### src/rtl/core/fmbq_pkg.sv
`default_nettype none

package fmbq_pkg;

  localparam logic [2:0] ACT_PUSH_FRONT = 3'd0;
  localparam logic [2:0] ACT_PUSH_MID   = 3'd1;
  localparam logic [2:0] ACT_PUSH_BACK  = 3'd2;
  localparam logic [2:0] ACT_POP_FRONT  = 3'd3;
  localparam logic [2:0] ACT_POP_MID    = 3'd4;
  localparam logic [2:0] ACT_POP_BACK   = 3'd5;

  typedef enum logic [6:0] {
    S_IDLE      = 7'b0000001,
    S_PUSH_RD   = 7'b0000010,
    S_PUSH_WR   = 7'b0000100,
    S_POP_FETCH = 7'b0001000,
    S_POP_TAKE  = 7'b0010000,
    S_POP_RD    = 7'b0100000,
    S_POP_WR    = 7'b1000000
  } state_t;

endpackage

`default_nettype wire

### src/rtl/core/front_middle_back_queue_core.sv
`default_nettype none

// Ordered store of up to DEPTH signed words with push and pop at the front, the middle
// (frontmost of two middles) or the back. A command is taken when start is high and busy
// is low; its result appears for exactly one cycle with done high and must be captured
// then, since the block cannot be stalled. The words sit in one single-port memory, and
// a step counter moves them one position at a time through it, by a read state and then
// a write state per word moved. A push ends in S_PUSH_RD and a pop in S_POP_RD, and done
// follows in the next cycle; a push on a full queue, a pop on an empty
// one and an unused action code answer in the cycle after start. The next command may be
// started in the cycle in which done is shown.

module front_middle_back_queue_core #(
  parameter int DEPTH = 64
) (
  input  wire                              clk,
  input  wire                              rst,
  input  wire                              start,
  output logic                             busy,
  input  wire  [2:0]                       action,
  input  wire  signed [31:0]               value,
  output logic                             done,
  output logic signed [31:0]               popped_value,
  output logic                             was_empty,
  output logic                             push_dropped,
  output logic [$clog2(DEPTH + 1) - 1:0]   new_count
);

  import fmbq_pkg::*;

  localparam int AW = (DEPTH > 1) ? $clog2(DEPTH) : 1;
  localparam int CW = $clog2(DEPTH + 1);
  localparam logic [CW-1:0] FULL_COUNT = CW'(DEPTH);

  state_t        state;
  state_t        state_next;
  logic [CW-1:0] count;
  logic [CW-1:0] count_next;
  logic          done_next;

  logic [31:0]   mem [DEPTH];
  logic [31:0]   rdata;
  logic          rd_en;
  logic          we;
  logic [AW-1:0] raddr;
  logic [AW-1:0] waddr;
  logic [31:0]   wdata;

  logic [AW-1:0] idx;
  logic [AW-1:0] pos;
  logic [31:0]   val;
  logic [AW-1:0] idx_step;
  logic [AW-1:0] pos_sel;
  logic [AW-1:0] last;
  logic [CW-1:0] count_m1;
  logic          is_push;
  logic          is_pop;
  logic          is_full;
  logic          is_empty;

  assign busy      = (state != S_IDLE);
  assign new_count = count;
  assign count_m1  = count - CW'(1);
  assign last      = count_m1[AW-1:0];
  assign is_full   = (count == FULL_COUNT);
  assign is_empty  = (count == '0);
  assign is_push   = (action == ACT_PUSH_FRONT) || (action == ACT_PUSH_MID) ||
                     (action == ACT_PUSH_BACK);
  assign is_pop    = (action == ACT_POP_FRONT) || (action == ACT_POP_MID) ||
                     (action == ACT_POP_BACK);

  // The one incrementer/decrementer shared by every shifting step.
  assign idx_step = (state == S_POP_RD || state == S_POP_WR) ? idx + AW'(1) : idx - AW'(1);

  always_comb begin
    case (action)
      ACT_PUSH_FRONT: pos_sel = '0;
      ACT_PUSH_MID:   pos_sel = AW'(count >> 1);
      ACT_PUSH_BACK:  pos_sel = AW'(count);
      ACT_POP_FRONT:  pos_sel = '0;
      ACT_POP_MID:    pos_sel = AW'(count_m1 >> 1);
      ACT_POP_BACK:   pos_sel = AW'(count_m1);
      default:        pos_sel = '0;
    endcase
  end

  always_comb begin
    state_next = state;
    count_next = count;
    done_next  = 1'b0;
    rd_en      = 1'b0;
    we         = 1'b0;
    raddr      = idx_step;
    waddr      = idx;
    wdata      = rdata;
    case (state)
      S_IDLE: begin
        if (start) begin
          if (is_push && !is_full) begin
            state_next = S_PUSH_RD;
          end else if (is_pop && !is_empty) begin
            state_next = S_POP_FETCH;
          end else begin
            done_next = 1'b1;
          end
        end
      end
      S_PUSH_RD: begin
        if (idx == pos) begin
          we         = 1'b1;
          waddr      = pos;
          wdata      = val;
          count_next = count + CW'(1);
          done_next  = 1'b1;
          state_next = S_IDLE;
        end else begin
          rd_en      = 1'b1;
          state_next = S_PUSH_WR;
        end
      end
      S_PUSH_WR: begin
        we         = 1'b1;
        state_next = S_PUSH_RD;
      end
      S_POP_FETCH: begin
        rd_en      = 1'b1;
        raddr      = idx;
        state_next = S_POP_TAKE;
      end
      S_POP_TAKE: begin
        state_next = S_POP_RD;
      end
      S_POP_RD: begin
        if (idx == last) begin
          count_next = count_m1;
          done_next  = 1'b1;
          state_next = S_IDLE;
        end else begin
          rd_en      = 1'b1;
          state_next = S_POP_WR;
        end
      end
      S_POP_WR: begin
        we         = 1'b1;
        state_next = S_POP_RD;
      end
      default: begin
        state_next = S_IDLE;
      end
    endcase
  end

  always_ff @(posedge clk) begin
    if (rst) begin
      state <= S_IDLE;
      count <= '0;
      done  <= 1'b0;
    end else begin
      state <= state_next;
      count <= count_next;
      done  <= done_next;
    end
  end

  always_ff @(posedge clk) begin
    if (rd_en) begin
      rdata <= mem[raddr];
    end
    if (we) begin
      mem[waddr] <= wdata;
    end
  end

  always_ff @(posedge clk) begin
    case (state)
      S_IDLE: begin
        if (start) begin
          val          <= value;
          pos          <= pos_sel;
          idx          <= is_push ? AW'(count) : pos_sel;
          popped_value <= (is_pop && is_empty) ? '1 : '0;
          was_empty    <= is_pop && is_empty;
          push_dropped <= is_push && is_full;
        end
      end
      S_POP_TAKE: begin
        popped_value <= rdata;
      end
      S_PUSH_WR, S_POP_WR: begin
        idx <= idx_step;
      end
      default: begin
      end
    endcase
  end

endmodule

`default_nettype wire

### config.mk
export PLATFORM = sky130hd
export DESIGN_NAME = front_middle_back_queue_core
export DESIGN_NICKNAME = d
export VERILOG_FILES = /design/src/rtl/core/fmbq_pkg.sv /design/src/rtl/core/front_middle_back_queue_core.sv
export SDC_FILE = /design/constraint.sdc
export NUM_CORES = 2
export LEC_CHECK = 0
export ABC_CLOCK_PERIOD_IN_PS = 6200
export BUFFER_PORTS_ARGS = -buffer_cell sky130_fd_sc_hd__buf_2
export CAP_MARGIN = 20
export CORE_MARGIN = 2
export CORE_UTILIZATION = 46
export CTS_CLUSTER_SIZE = 14
export DETAILED_ROUTE_END_ITERATION = 8
export PLACE_DENSITY_LB_ADDON = 0.15
export SKIP_LAST_GASP = 1
export SLEW_MARGIN = 10
export SYNTH_ARGS = -nofsm -noshare
export SYNTH_HDL_FRONTEND = slang
export SYNTH_SLANG_ARGS = --single-unit
### constraint.sdc
create_clock -name clk -period 6.2 [get_ports clk]
set_clock_uncertainty 0.2 [all_clocks]
set_input_delay 0.31 -clock clk [delete_from_list [all_inputs] [get_ports clk]]
set_output_delay 0.31 -clock clk [all_outputs]
set_load 0.02 [all_outputs]
==> results.sh <==
export IMPL_coreArea_sq_um=224200
export IMPL_port_buffers=80
export IMPL_grt_pass1_wl_microns=473000
export IMPL_cts_htree_levels=4
export IMPL_ys_warn_count=0
export IMPL_drtIter0Drc=7853
export IMPL_synth_edf_count=2158
export IMPL_netlist_instances=6181
export IMPL_place_gp_congestion=0.8626
export IMPL_final_layout_size_suffix_gt1_share_pct=23.33
export IMPL_nets=6447
export IMPL_wl_per_cell_microns=34.83
export IMPL_yosysTopAreaCellShare_pct=62.60
export IMPL_post_cts_setup_buffers=0
export IMPL_clockRootBuffer="clkbuf_16"
export IMPL_synth_async_sr_flop_share_pct=0
export IMPL_status="finished, final reports clean"
export IMPL_syn_avg_cell_area_sq_um=16.75
export IMPL_fp_dieW_microns=478.4
export IMPL_fmax_mhz=174.9
export IMPL_power_density_nw_per_um2=301.4
export IMPL_peakVddDrop_uv=280.9
export IMPL_cts_buffers=228
export IMPL_area_growth_pct=14.01
export IMPL_hold_worst_slack_ns=0.09797
export IMPL_tritoncts="built"
export IMPL_finalCriticalPeriod_ns=5.717
export IMPL_netlist_area_sq_um=103500
export IMPL_cp_max_fo=66
export IMPL_ys_types=84
export IMPL_drc=0
export IMPL_cts_sinks=2173
export IMPL_drv_slew=0
export IMPL_worstMarginPinSlew_ns=1.333
export IMPL_placed_area_sq_um=109700
export IMPL_place_hpwl_microns=198300
export IMPL_die_area_sq_um=228900
export IMPL_hold_violations=0
export IMPL_clock_latency_ns=0.90
export IMPL_ys_ff_latch=2173
export IMPL_arrival_ns=6.26
export IMPL_grt_overflow=0
export IMPL_ioPinCount=81
export IMPL_clkTransAtPathRegs_ns=0.06
export IMPL_synth_top_area_cell="edfxtp_1"
export IMPL_leakage_nw=39.55
export IMPL_ys_flop_type="edfxtp_1"
export IMPL_fin_crit_sh_pct=92.22
export IMPL_die_h_microns=478.4
export IMPL_grt_pass1_vias=63457
export IMPL_std_cell_rows=174
export IMPL_worst_setup_path_end_kind="flop"
export IMPL_grtUsageTotal_pct=28.92
export IMPL_design_area_sq_um=118000
export IMPL_yosysSeqAreaShare_pct=62.89
export IMPL_cap_viol_max_count=0
export IMPL_r2r_setup_slack_ns=0.48
export IMPL_synth_area_top_cells="edfxtp_1 63%, mux4_2 14%, mux2i_1 10%, a211oi_1 1.7%, clkbuf_1 1.1%"
export IMPL_antenna_found_initial=21
export IMPL_required_ns=6.74
export IMPL_layout_commonest_cell="edfxtp_1"
export IMPL_crit_type="reg2reg"
export IMPL_setup_viol=0
export IMPL_num_vias=63722
export IMPL_ant_nets=0
export IMPL_viasPerCell=6.640
export IMPL_cts_path_max_buffers=3
export IMPL_final_cells=9597
export IMPL_grt_max_degree=119
export IMPL_slew_limit_headroom_pct=10.74
export IMPL_routed_wl_microns=334200
export IMPL_placed_cells=9091
export IMPL_initial_core_util_pct=46.17
export IMPL_final_cell_mix="2158 x edfxtp_1, 1036 x mux2i_1, 637 x mux4_2"
export IMPL_crit_path_start_kind="flop"
export IMPL_tns_ns=0
export IMPL_firstDrtPassIters=6
export IMPL_hold_class="in2reg"
export IMPL_synth_net_count=6223
export IMPL_grt_setup_unrepaired="no"
## synth_stat cells (all sizes together), types with 29 or more instances
| cell | number |
|---|---|
| a2111oi | 89 |
| a211o | 58 |
| a211oi | 238 |
| a21o | 34 |
| a21oi | 57 |
| a221oi | 45 |
| a311oi | 33 |
| a31oi | 29 |
| and3 | 124 |
| buf | 205 |
| clkbuf | 316 |
| edfxtp | 2158 |
| mux2 | 40 |
| mux2i | 1036 |
| mux4 | 637 |
| nand2 | 311 |
| nand3 | 52 |
| nand4 | 80 |
| nor2 | 101 |
| nor2b | 138 |
| o21ai | 133 |
| o22ai | 60 |
## power by group
| group | internal, mW | switching, mW | leakage, nW |
|---|---|---|---|
| registers | 16.0 | 0.0487 | 19.6 |
| clock network | 8.02 | 5.87 | 3.67 |
| logic | 2.35 | 3.24 | 16.3 |
| total | 26.4 | 9.16 | 39.6 |
## cells by family after synthesis
| group | count (synthesis) | synth area share (%) |
|---|---|---|
| XOR/XNOR | 33 | 0.2865 |
| AND/OR/NAND/NOR | 863 | 4.244 |
| multiplexers | 1713 | 24.31 |
| flip-flops | 2173 | 62.89 |
| adder cells (fa/ha/maj) | 4 | 0.04835 |
| buffers and inverters | 533 | 2.151 |
| AO/OA/AOI/OAI | 862 | 6.072 |
## critical path: stages, from the launching register on
cell and delay (ns):
dfxtp_1 0.39, or4_4 0.68, nor3_2 0.25, xnor2_1 0.21
ha_4 0.23, or4bb_1 0.53, o22ai_2 0.26, o31ai_4 0.16
nand2_8 0.53, buf_12 0.40, mux4_2 0.38, a221oi_1 0.39
nand4_1 0.54, nand4_1 0.27
## flip-flops by register name, indices dropped and copies added, names as in the netlist
register,flops
done,1
idx,6
mem,2048
new_count,7
popped_value,32
pos,6
push_dropped,1
rdata,32
state,7
val,32
was_empty,1
## final cells by class
type                    instances  area (sq um)
diodes                          4         10.01
clock buffers                 288          6016
clock inverters               138          1506
fillers                     17949        106200
inverters                      12         45.04
multi-input cells            3475         36850
flip-flops and latches       2173         65100
well taps                    2992          3744
repair buffers                515          4747
## timing repair
item | CTS | global route
resized for setup | 0 | 0
endpoints found under the hold margin | 99 | 0
hold buffers | 72 | 0
## worst paths after layout
check	start	end	depth (start not counted)
max	state[0]$_SDFFE_PP1P_	rdata[14]$_DFFE_PP_	13
min	rst	new_count[5]$_SDFFE_PP0P_	3
max reg2reg	state[0]$_SDFFE_PP1P_	rdata[14]$_DFFE_PP_	13
min reg2reg	rdata[10]$_DFFE_PP_	popped_value[10]$_DFFE_PP_	1
## stage by stage
step	setup slack, ns	utilization, %	total power [mW]
5_1_grt	0.3327	52.63	36.57
2_1_floorplan	1.172	-	20.05
3_3_place_gp	-0.1181	48.91	21.86
6_report	0.4826	52.63	35.57
4_1_cts	0.5933	52.60	35.70
3_5_place_dp	0.6432	48.92	21.89
## metal layers
layer / global-route usage, % / wire [microns] / up-vias
met5: 0 / 268 / -
met4: 12.15 / 15690 / 12
met3: 6.191 / 34330 / 664
met2: 44.57 / 152300 / 3310
met1: 39.94 / 131600 / 33586
li1: - / - / 26150
Power figures use the tool's default switching activity.
